## config.mk

```make
export PLATFORM = sky130hd
export DESIGN_NAME = rrts_ctrl
export DESIGN_NICKNAME = d
export VERILOG_FILES = /design/src/rtl/core/rrts_pkg.sv /design/src/rtl/core/rrts_ctrl.sv
export VERILOG_INCLUDE_DIRS = /design/src /design/src/rtl/core
export SDC_FILE = /design/constraint.sdc
export NUM_CORES = 1
export LEC_CHECK = 0
export ABC_AREA = 1
export BUFFER_PORTS_ARGS = -buffer_cell sky130_fd_sc_hd__buf_2
export CAP_MARGIN = 20
export CORE_AREA = 3 3 40 42
export DETAILED_ROUTE_END_ITERATION = 12
export DIE_AREA = 0 0 43 45
export HOLD_SLACK_MARGIN = 0.15
export PLACE_DENSITY = 0.43
export REMOVE_ABC_BUFFERS = 1
export SETUP_SLACK_MARGIN = 0.3
export SYNTH_ARGS = -nofsm -noshare
export SYNTH_HDL_FRONTEND = slang
export SYNTH_SLANG_ARGS = --single-unit
```

## constraint.sdc

```tcl
create_clock -name clk -period 2.2 [get_ports clk]
set_input_delay 0 -clock clk [delete_from_list [all_inputs] [get_ports clk]]
set_output_delay 0 -clock clk [all_outputs]
set_load 0.1 [all_outputs]
```

## src/rtl/core/round_robin_tick_scheduler_defines.svh

```systemverilog
// assertion macros shared by the scheduler modules
// needs nothing; taken in by the files that carry assertions
`ifndef ROUND_ROBIN_TICK_SCHEDULER_DEFINES_SVH
`define ROUND_ROBIN_TICK_SCHEDULER_DEFINES_SVH

// implication in the same cycle, quiet while in reset
`define RRTS_ASSERT_IMP(label, clk, rst_n, ante, cons, msg) \
	label: assert property (@(posedge clk) disable iff (!rst_n) (ante) |-> (cons)) \
		else $error(msg);

// implication into the next cycle, quiet while in reset
`define RRTS_ASSERT_NXT(label, clk, rst_n, ante, cons, msg) \
	label: assert property (@(posedge clk) disable iff (!rst_n) (ante) |=> (cons)) \
		else $error(msg);

`endif

```

## src/rtl/core/rrts_pkg.sv

```systemverilog
// types and constants for the round-robin tick scheduler
// no dependencies; used by every module of the block
package rrts_pkg;

	localparam int ID_W        = 8;
	localparam int ID_SPACE    = 256;
	localparam int ARR_BURST_W = 32;
	localparam int RUN_W       = 9;
	localparam int CFG_W       = 32;
	localparam int CFG_IDX_W   = 8;
	localparam int TIME_W      = 32;

	localparam logic [RUN_W-1:0]     IDLE_CODE       = '1;
	localparam logic [CFG_IDX_W-1:0] REG_QUANTUM     = 8'd0;
	localparam logic [CFG_IDX_W-1:0] REG_SEQ_LIMIT   = 8'd1;
	localparam logic [CFG_W-1:0]     QUANTUM_RESET   = 32'd1;
	localparam logic [CFG_W-1:0]     SEQ_LIMIT_RESET = '1;

	typedef struct packed {
		logic                   has_arrival;
		logic [ID_W-1:0]        arrival_id;
		logic [ARR_BURST_W-1:0] arrival_burst;
	} tick_t;

	typedef struct packed {
		logic signed [RUN_W-1:0] running_id;
		logic                    seq_emit;
		logic                    first_start;
		logic                    finished;
		logic [ID_W-1:0]         finished_id;
		logic                    arrival_dropped;
		logic [TIME_W-1:0]       time_now;
	} result_t;

	// controller to datapath
	typedef struct packed {
		logic load;
		logic eval;
		logic swap;
		logic arrive;
		logic pop;
		logic dispatch;
		logic commit;
	} cmd_t;

	// datapath to controller
	typedef struct packed {
		logic preempt;
		logic can_pop;
		logic out_free;
	} status_t;

endpackage

```

## src/rtl/core/rrts_ctrl.sv

```systemverilog
// sequencer for one tick: evaluate, swap, enqueue, dispatch, publish
// depends on rrts_pkg for the command and status types
`include "round_robin_tick_scheduler_defines.svh"

module rrts_ctrl (
	input  logic             clk,
	input  logic             arst_n,
	input  logic             tick_valid,
	output logic             tick_stall,
	input  rrts_pkg::status_t status,
	output rrts_pkg::cmd_t    cmd
);

	localparam logic [2:0] S_IDLE = 3'd0;
	localparam logic [2:0] S_EVAL = 3'd1;
	localparam logic [2:0] S_SWAP = 3'd2;
	localparam logic [2:0] S_ARR  = 3'd3;
	localparam logic [2:0] S_POP  = 3'd4;
	localparam logic [2:0] S_DISP = 3'd5;
	localparam logic [2:0] S_OUT  = 3'd6;

	logic [2:0] state_q;
	logic [2:0] state_d;

	assign tick_stall = (state_q != S_IDLE);

	always_comb begin
		cmd     = '0;
		state_d = state_q;
		unique case (state_q)
			S_IDLE: begin
				if (tick_valid) begin
					cmd.load = 1'b1;
					state_d  = S_EVAL;
				end
			end
			S_EVAL: begin
				cmd.eval = 1'b1;
				state_d  = status.preempt ? S_SWAP : S_ARR;
			end
			S_SWAP: begin
				cmd.swap = 1'b1;
				state_d  = S_ARR;
			end
			S_ARR: begin
				cmd.arrive = 1'b1;
				state_d    = S_POP;
			end
			S_POP: begin
				if (status.can_pop) begin
					cmd.pop = 1'b1;
					state_d = S_DISP;
				end else begin
					state_d = S_OUT;
				end
			end
			S_DISP: begin
				cmd.dispatch = 1'b1;
				state_d      = S_OUT;
			end
			S_OUT: begin
				// wait here while the previous result has not been taken
				if (status.out_free) begin
					cmd.commit = 1'b1;
					state_d    = S_IDLE;
				end
			end
			default: begin
				state_d = S_IDLE;
			end
		endcase
	end

	always_ff @(posedge clk or negedge arst_n) begin
		if (!arst_n) begin
			state_q <= S_IDLE;
		end else begin
			state_q <= state_d;
		end
	end

	`RRTS_ASSERT_NXT(a_accept_eval, clk, arst_n, tick_valid && !tick_stall, state_q == S_EVAL, "accepted tick not evaluated")
	`RRTS_ASSERT_IMP(a_cmd_single, clk, arst_n, 1'b1, $onehot0(cmd), "more than one datapath command")
	`RRTS_ASSERT_IMP(a_disp_after_pop, clk, arst_n, state_q == S_DISP, $past(state_q) == S_POP, "dispatch without a pop")

endmodule

```

==> results by group, run 1 <==
Setup path
  • Crit start category: register
  • Worst Reg-to-Reg Cells: 5
  • Setup CP Type: register to register
  • R2R Setup Slk: 0.65 ns
  • Reg2Reg Capture Point: state_q[0]
  • Crit end category: register
  • FF-to-FF Start: state_q[1]
  • Required @ worst endpoint: 2.31 ns
  • Worst Path Arrival: 1.66 ns
  • Crit Path Max Fanout: 5

Cells and area
  • Largest regs: state_q (3)
  • Final core utilization: 28.72%
  • Most frequent cells in the layout: buf_2, inv_1
  • Area growth, synth to finish: 76.65%
  • Commonest non-fill, non-tap cell in the layout: buf_2
  • Max FFs per register: 3
  • Fin nets: 62
  • Most flops, register: state_q
  • Number of diodes: 0
  • Share of post-route cells with drive strength above 1: 36.36%
  • Post-Layout Cell Count: 70

Floorplanning
  • Ports: 14
  • Die W: roughly 43 um
  • Die height: 45 um
  • Initial Utilization: ~16%
  • Row cnt: 13
  • Area of the die: about 0.0019 mm2
  • Core Area: between 0.001 and 0.0015 mm2

Global route
  • Grt ovf: 0
  • Initial antenna violation count: 0
  • Total GRT Usage: around 7.0%
  • First-pass GRT wire length: 1007 um
  • Largest net degree at the start of global routing: 8
  • Vias in the first global route: 258

Placement
  • DP Wirelength: 496.3 um
  • IO Port Bufs: 13
  • Post-Place Cells: 61
  • GPL Wtd Cong: ~0.7

Synth
  • Adder-Cell Fraction of Synth Area: 0%
  • Synthesized area per cell: 6.332 um2
  • Multiplexer area fraction after synthesis: 0%
  • Post-Synth Simple-Gate Area: 45.51%
  • Cell Area, Synth: 209.0 um2
  • Synth warn: 0
  • Xor/xnor cell area share of the yosys netlist: 0%
  • Largest family of logic cells by synthesized area: simple AND/OR/NAND/NOR gates
  • Synth unique cells: 11
  • Mapped Cells: 33
  • Register area share after synthesis: a little over a third
  • Post-synthesis compound-gate area fraction: between 2 and 2.5%
  • Seq cells post-synth: 3

Routing
  • Iteration-0 DRC Markers: 4
  • Avg WL per Cell: 8.843 um
  • DR DRC count: 0
  • Vias per cell: between 4 and 5
  • Routed Wire Length: ~620 um
  • Pre-antenna DRT Iters: 2
  • DRT antenna net count: 0
  • Via count: 282

STA
  • Fin. max-slew vios: 0
  • Final Skew: 0.003037 ns
  • RSZ-0062 raised after global routing: false
  • Slew @ Worst Pin: 0.4885 ns
  • Final setup vio count: 0
  • Relative slew slack: 67.66%
  • Final hold slack: 0.1574 ns
  • Min cycle time layout: about 1.6 ns
  • Fin. Hold Viols: 0
  • Final worst path period share: 70.64%
  • Fmax achieved: 0.6435 GHz

Clocking
  • Root Buffer: clkbuf_4
  • Worst-path clk slew: 0.04 ns
  • TritonCTS clock tree: done
  • Clock latency on the worst-skew pair: between 0.2 and 0.25 ns
  • CTS buffer count: 3
  • CTS Buffer Depth: 2
  • Sink Count: 3
  • Htree depth: 1

Hold path
  • Worst hold endpoint: state_q[2]
  • Hold WC Path Type: input pin to register
  • Hold Path Depth: 4
  • Worst Hold Launch: status[0]

Run status
  • Outcome: completed

Flow run
  • Max Cap Viol: 0
==> area by class of cell <==
cell class,instances,area (um2)
inverters,9,33.78
repair buffers,18,115.1
clock buffers,4,26.28
multi-input cells,21,100.1
flip-flops and latches,3,75.07
well taps,15,18.77
fillers,155,915.9
==> layer usage <==
metal / part of all wire (%) / track usage, %
met1: 43 / 7.022
met2: 50 / 12.28
met3: 6.5 / 1.992
met4: 0 / 5.422
met5: 0 / 0
==> worst max-delay path, cell delays in order, from the launching register on <==
cell and delay (ns):
dfrtp_1 0.43, nor2_2 0.17, nand2_1 0.10, o21ai_1 0.12, nor2_1 0.05, dlygate4sd3_1 0.55
==> how the worst max path moves through the flow <==
stage                     slack (ns)       start    endpoint
after floorplan                -1.16  state_q[1]      cmd[0]
after global placement          0.98  state_q[1]      cmd[6]
after detailed placement        1.00  state_q[1]      cmd[6]
after CTS                       0.65  state_q[1]  state_q[0]
after global routing            0.57  state_q[2]  state_q[0]
final                           0.65  state_q[1]  state_q[0]
==> logic make-up (layout without fill, tap and decap cells) <==
kind of cell,Yosys count,in the layout
AO/OA/AOI/OAI,1,1
AND/OR/NAND/NOR,20,20
flip-flops,3,3
buffers and inverters,9,31
==> repair_timing <==
item / CTS / global route
setup buffers: 0 / 0
hold buffers: 5 / 0
endpoints found under the hold margin: 5 / 0
gates resized for setup: 0 / 0
==> synth_stat cells <==
| master | number | area [um2] |
|---|---|---|
| dfrtp_1 | 3 | 75.07 |
| inv_1 | 6 | 22.52 |
| inv_2 | 3 | 11.26 |
| nand2_1 | 5 | 18.77 |
| nand3_1 | 5 | 25.02 |
| nand3b_1 | 1 | 7.510 |
| nand4_1 | 2 | 12.51 |
| nor2_1 | 5 | 18.77 |
| nor2_2 | 1 | 6.260 |
| nor4_1 | 1 | 6.260 |
| o21ai_1 | 1 | 5.000 |
==> stage by stage <==
stage | setup WS, ns | TNS, ns | cell area, um2
CTS | 0.6521 | 0 | 369.1
global route | 0.5662 | 0 | 369.1
global placement | 0.9811 | 0 | 292.8
detailed placement | 1.000 | 0 | 292.8
floorplan | -1.165 | -1.614 | 209.0
finish | 0.6459 | 0 | 369.1
Power of run 1 is not shown: default switching activity piles up to over one toggle a cycle in this logic, so the estimate is an artifact.
==> inputs of run 2 (changes only) <==
ABC_AREA = 0   (was 1)
PLACE_DENSITY = 0.46   (was 0.43)
clock period = 1.25 ns   (was 2.2 ns; I/O delays follow)
==> results by group, run 2 <==
Routing
  • DRT antenna net count: 0 (unchanged)
  • DR DRC count: 0 (unchanged)
  • Routed Wire Length: 834 um (was 619 um)
  • Pre-antenna DRT Iters: 4 (was 2)
  • Vias per cell: 4.324 (was 4.029)
  • Iteration-0 DRC Markers: 3 (was 4)
  • Via count: 307 (was 282)
  • Avg WL per Cell: 11.75 um (was 8.843 um)

STA
  • Setup slack after layout: -0.1066 ns (was 0.6459 ns)
  • Fmax achieved: 0.7372 GHz
  • Final worst path period share: 108.5%
  • Fin. max-slew vios: 0 (unchanged)
  • Min cycle time layout: between 1 and 1.5 ns
  • Final setup vio count: 7 (was 0)
  • RSZ-0062 raised after global routing: true (was false)
  • Final Skew: 0.005582 ns (was 0.003037 ns)
  • Slew @ Worst Pin: 0.2801 ns (was 0.4885 ns)
  • Fin. Hold Viols: 0 (unchanged)
  • Relative slew slack: 81.48% (was 67.66%)

Synth
  • Dominant cells by area after synthesis: dfrtp_1, and3b_2, a21o_1 (was dfrtp_1, nand3_1, inv_1)
  • Post-synth EDFFs: 0 (unchanged)
  • Top-count cell post-synth: dfrtp_1 (was inv_1)
  • Synthesized area per cell: 8.951 um2 (was 6.332 um2)
  • Most common flop cell mapped by yosys: dfrtp_1 (unchanged)
  • Register area share after synthesis: 32.26% (was 35.93%)
  • Biggest area consumer among synthesized cells: dfrtp_1 (unchanged)
  • Post-synth ARST share: 100.0% (unchanged)
  • Seq cells post-synth: 3 (unchanged)
  • Synth unique cells: 18 (was 11)
  • Cell Area, Synth: 232.7 um2 (was 209.0 um2)
  • Synth warn: 0 (unchanged)
  • Mapped Cells: 26 (was 33)
  • Top cell type's share of synthesized area: 32.26% (was 35.93%)

Global route
  • Grt ovf: 0 (unchanged)
  • Largest net degree at the start of global routing: 9 (was 8)
  • Initial antenna violation count: 0 (unchanged)
  • First-pass GRT wire length: 1359 um (was 1007 um)
  • Total GRT Usage: 9.691% (was 7.006%)
  • Vias in the first global route: 322 (was 258)

Cells and area
  • Largest regs: state_q (3) (unchanged)
  • Most frequent cells in the layout: buf_4, buf_12, buf_2 (was buf_2, inv_1)
  • Commonest non-fill, non-tap cell in the layout: buf_4 (was buf_2)
  • Most flops, register: state_q (unchanged)
  • Number of diodes: 0 (unchanged)
  • Area growth, synth to finish: 159.1% (was 76.65%)
  • Share of post-route cells with drive strength above 1: 69.64% (was 36.36%)
  • Final Cell Area: 603.1 um2 (was 369.1 um2)
  • Max FFs per register: 3 (unchanged)
  • Fin nets: 63 (was 62)

Clocking
  • Worst-path clk slew: 0.03 ns (was 0.04 ns)
  • CTS buffer count: 3 (unchanged)
  • Clock latency on the worst-skew pair: 0.24 ns (was 0.23 ns)
  • Root Buffer: clkbuf_4 (unchanged)
  • CTS Buffer Depth: 2 (unchanged)
  • Htree depth: 1 (unchanged)
  • Sink Count: 3 (unchanged)
  • TritonCTS clock tree: done (unchanged)

Floorplanning
  • Row cnt: 13 (unchanged)
  • Die height: 45 um (unchanged)
  • Core Area: 0.001285 mm2 (unchanged)
  • Area of the die: 0.001935 mm2 (unchanged)
  • Die W: 43 um (unchanged)
  • Ports: 14 (unchanged)
  • Initial Utilization: 18.11% (was 16.26%)

Hold path
  • Hold WC Path Type: input pin to register (unchanged)

Setup path
  • Crit end category: primary output (was register)
  • Worst Path Arrival: 1.36 ns (was 1.66 ns)
  • Crit Path Max Fanout: 8 (was 5)
  • Crit start category: register (unchanged)
  • Setup CP Type: register to primary output (was register to register)
  • Required @ worst endpoint: 1.25 ns (was 2.31 ns)

Placement
  • Cell Area, Placed: 407.9 um2 (was 292.8 um2)
  • IO Port Bufs: 13 (unchanged)
  • GPL Wtd Cong: 0.7064 (was 0.7184)

Run status
  • Outcome: finished with violations (was completed)
  • Failing checks: negative setup slack

Flow run
  • Max Cap Viol: 0 (unchanged)
-- run 2: changes by cell type after synthesis, moves of 2 or more --
cell,delta
a21o_1,+2
nand2_1,-4
inv_2,-3
nor3_1,+2
and3b_2,+2
inv_1,-4
nand4_1,-2
buf_2,+2
nor2_1,-4
nor3b_1,+2
nand3_1,-5
-- run 2: worst paths after layout --
path                                  from         end  slack (ns)  cells past startpoint
worst max-delay path            state_q[0]      cmd[6]       -0.11                      3
worst min-delay path            tick_valid  state_q[0]        0.16                      4
worst max register to register  state_q[0]  state_q[0]       -0.04                      4
worst min register to register  state_q[2]  state_q[1]        0.68                      2
max in group asynchronous           arst_n  state_q[1]        0.43                      3
min in group asynchronous           arst_n  state_q[2]        0.65                      3
-- run 2: layer usage --
metal / routed length (um) / part of all wire (%) / global-route usage [%]
met5: 0 / 0 / 0
met4: 16 / 1.9 / 7.831
met3: 34 / 4.1 / 3.984
met2: 455 / 55 / 14.97
met1: 328 / 39 / 10.46
-- run 2: critical path: stages, from the launching register on --
cell and delay, ns:
dfrtp_2 0.44, or3_4 0.40, nor2_4 0.11, buf_12 0.18
-- run 2: stage by stage --
stage | std cells | utilization, % | hold WS (ns) | TNS [ns] | worst slack, ns
2_1_floorplan | 23 | - | -0.2956 | -6.566 | -1.713
3_3_place_gp | 52 | 31.74 | -0.2009 | 0 | 0.05090
3_5_place_dp | 52 | 31.74 | -0.2009 | 0 | 0.03720
4_1_cts | 70 | 45.96 | 0.1644 | -0.4966 | -0.1092
5_1_grt | 71 | 46.93 | 0.2024 | -0.9441 | -0.1737
6_report | 71 | 46.93 | 0.1614 | -0.4232 | -0.1066
-- run 2: what timing repair did --
action                                  in CTS  in global routing
endpoints found under the hold margin        5                  0
pin swaps                                    3                  0
buffers inserted                            10                  1
resized for setup                           11                  1
hold buffers                                 4                  0
endpoints found under the setup margin      10                 11
-- run 2: area by class of cell --
class                           count  area, um2
Multi-Input combinational cell     18      161.4
Fill cell                         121      681.9
Clock buffer                        4      26.28
Sequential cell                     3      78.83
Timing Repair Buffer               29      310.3
Tap cell                           15      18.77
Inverter                            2      7.507
-- run 2: logic make-up (layout without fill, tap and decap cells) --
logic type	after synthesis	in the layout	share of synthesized area (%)
AO/OA/AOI/OAI	5	5	13.97
AND/OR/NAND/NOR	13	13	41.40
buffers and inverters	5	35	12.37
flip-flops	3	3	32.26
Power of run 2 is left out for the same reason.
==> inputs of run 3 (changes only) <==
PLACE_DENSITY = 0.38   (was 0.46)
==> results by group, run 3 (synthesis gave the netlist of run 2 again) <==
STA
  • Relative slew slack: 75.92% (was 81.48%)
  • Slew @ Worst Pin: 0.3604 ns (was 0.2801 ns)
  • Fmax achieved: 0.7341 GHz (was 0.7372 GHz)
  • Fin. max-slew vios: 0 (unchanged)
  • Final Skew: 0.004482 ns (was 0.005582 ns)
  • Min cycle time layout: 1.362 ns (was 1.357 ns)
  • Final hold slack: 0.1579 ns (was 0.1614 ns)
  • Setup slack after layout: -0.1123 ns (was -0.1066 ns)
  • Fin. Hold Viols: 0 (unchanged)
  • Final setup vio count: 8 (was 7)
  • Fin Setup TNS: -0.3414 ns (was -0.4232 ns)
  • Final worst path period share: 109.0% (was 108.5%)
  • RSZ-0062 raised after global routing: true (unchanged)

Routing
  • DRT antenna net count: 0 (unchanged)
  • Avg WL per Cell: 11.66 um (was 11.75 um)
  • Routed Wire Length: 816 um (was 834 um)
  • Iteration-0 DRC Markers: 2 (was 3)
  • Via count: 300 (was 307)
  • Pre-antenna DRT Iters: 2 (was 4)
  • Vias per cell: 4.286 (was 4.324)
  • DR DRC count: 0 (unchanged)

Cells and area
  • Post-Layout Cell Count: 70 (was 71)
  • Commonest non-fill, non-tap cell in the layout: buf_4 (unchanged)
  • Number of diodes: 0 (unchanged)
  • Share of post-route cells with drive strength above 1: 72.73% (was 69.64%)
  • Most frequent cells in the layout: buf_4, buf_12, buf_2 (unchanged)
  • Final core utilization: 46.93% (unchanged)
  • Largest regs: state_q (3) (unchanged)
  • Most flops, register: state_q (unchanged)
  • Area growth, synth to finish: 159.1% (unchanged)
  • Fin nets: 62 (was 63)
  • Max FFs per register: 3 (unchanged)

Global route
  • Largest net degree at the start of global routing: 8 (was 9)
  • Vias in the first global route: 318 (was 322)
  • Grt ovf: 0 (unchanged)
  • Initial antenna violation count: 0 (unchanged)
  • First-pass GRT wire length: 1317 um (was 1359 um)
  • Total GRT Usage: 9.250% (was 9.691%)

Floorplanning
  • Ports: 14 (unchanged)
  • Core Area: 0.001285 mm2 (unchanged)
  • Die W: 43 um (unchanged)
  • Initial Utilization: 18.11% (unchanged)
  • Area of the die: 0.001935 mm2 (unchanged)
  • Row cnt: 13 (unchanged)
  • Die height: 45 um (unchanged)

Clocking
  • CTS buffer count: 3 (unchanged)
  • Htree depth: 1 (unchanged)
  • CTS Buffer Depth: 2 (unchanged)
  • Clock latency on the worst-skew pair: 0.23 ns (was 0.24 ns)
  • Sink Count: 3 (unchanged)
  • Worst-path clk slew: 0.04 ns (was 0.03 ns)
  • TritonCTS clock tree: done (unchanged)
  • Root Buffer: clkbuf_4 (unchanged)

Setup path
  • Worst Path Arrival: 1.36 ns (about the same)
  • Crit end category: primary output (unchanged)
  • R2R Setup Slk: -0.06 ns (was -0.04 ns)
  • Crit Path Max Fanout: 7 (was 8)
  • Crit start category: register (unchanged)
  • Required @ worst endpoint: 1.25 ns (about the same)
  • FF-to-FF Start: state_q[1] (was state_q[0])
  • Reg2Reg Capture Point: state_q[0] (unchanged)
  • Setup CP Type: register to primary output (unchanged)
  • Worst Reg-to-Reg Cells: 5 (was 4)

Run status
  • Outcome: finished with violations (unchanged)
  • Failing checks: negative setup slack (unchanged)

Hold path
  • Hold Path Depth: 4 (unchanged)
  • Hold WC Path Type: input pin to register (unchanged)
  • Worst Hold Launch: tick_valid (unchanged)
  • Worst hold endpoint: state_q[0] (unchanged)

Flow run
  • Max Cap Viol: 0 (unchanged)

Placement
  • GPL Wtd Cong: 0.6549 (was 0.7064)
  • Post-Place Cells: 52 (unchanged)
  • IO Port Bufs: 13 (unchanged)
run 3: area by class of cell:
type                            instances  area (um2)
Timing Repair Buffer                   28       310.3
Tap cell                               15       18.77
Sequential cell                         3       78.83
Clock buffer                            4       26.28
Multi-Input combinational cell         18       161.4
Inverter                                2       7.507
Fill cell                             139       681.9
run 3: repair_timing:
action,CTS,global route
setup buffers,9,1
pin swaps,3,1
hold buffers,4,0
endpoints found under the setup margin,10,11
gates cloned,0,0
resized for setup,13,2
hold endpoints to repair,6,0
run 3: how the worst max path moves through the flow:
| stage | from | to |
|---|---|---|
| 3_5_place_dp | state_q[1] | cmd[6] |
| 5_1_grt | state_q[1] | cmd[6] |
| 2_1_floorplan | state_q[2] | state_q[0] |
| 4_1_cts | state_q[1] | cmd[6] |
| 3_3_place_gp | state_q[1] | cmd[6] |
| 6_report | state_q[1] | cmd[6] |
run 3: worst max-delay path: stages, from the launching register on:
cell	delay [ns]
dfrtp_2	0.43
or3_4	0.41
nor2_4	0.11
buf_12	0.18
run 3: per-layer routing:
metal | track usage [%] | wire, um | vias up
li1 | - | - | 151
met1 | 9.903 | 339 | 141
met2 | 17.07 | 436 | 8
met3 | 2.789 | 40 | 0
met4 | 3.614 | 0 | 0
met5 | 0 | 0 | -
run 3: per-stage QoR:
stage	worst slack [ns]	cell area, um2
2_1_floorplan	-1.713	211.5
3_3_place_gp	0.04624	407.9
3_5_place_dp	0.02693	407.9
4_1_cts	-0.1103	586.8
5_1_grt	-0.1644	603.1
6_report	-0.1123	603.1
Power of run 3 is left out for the same reason.
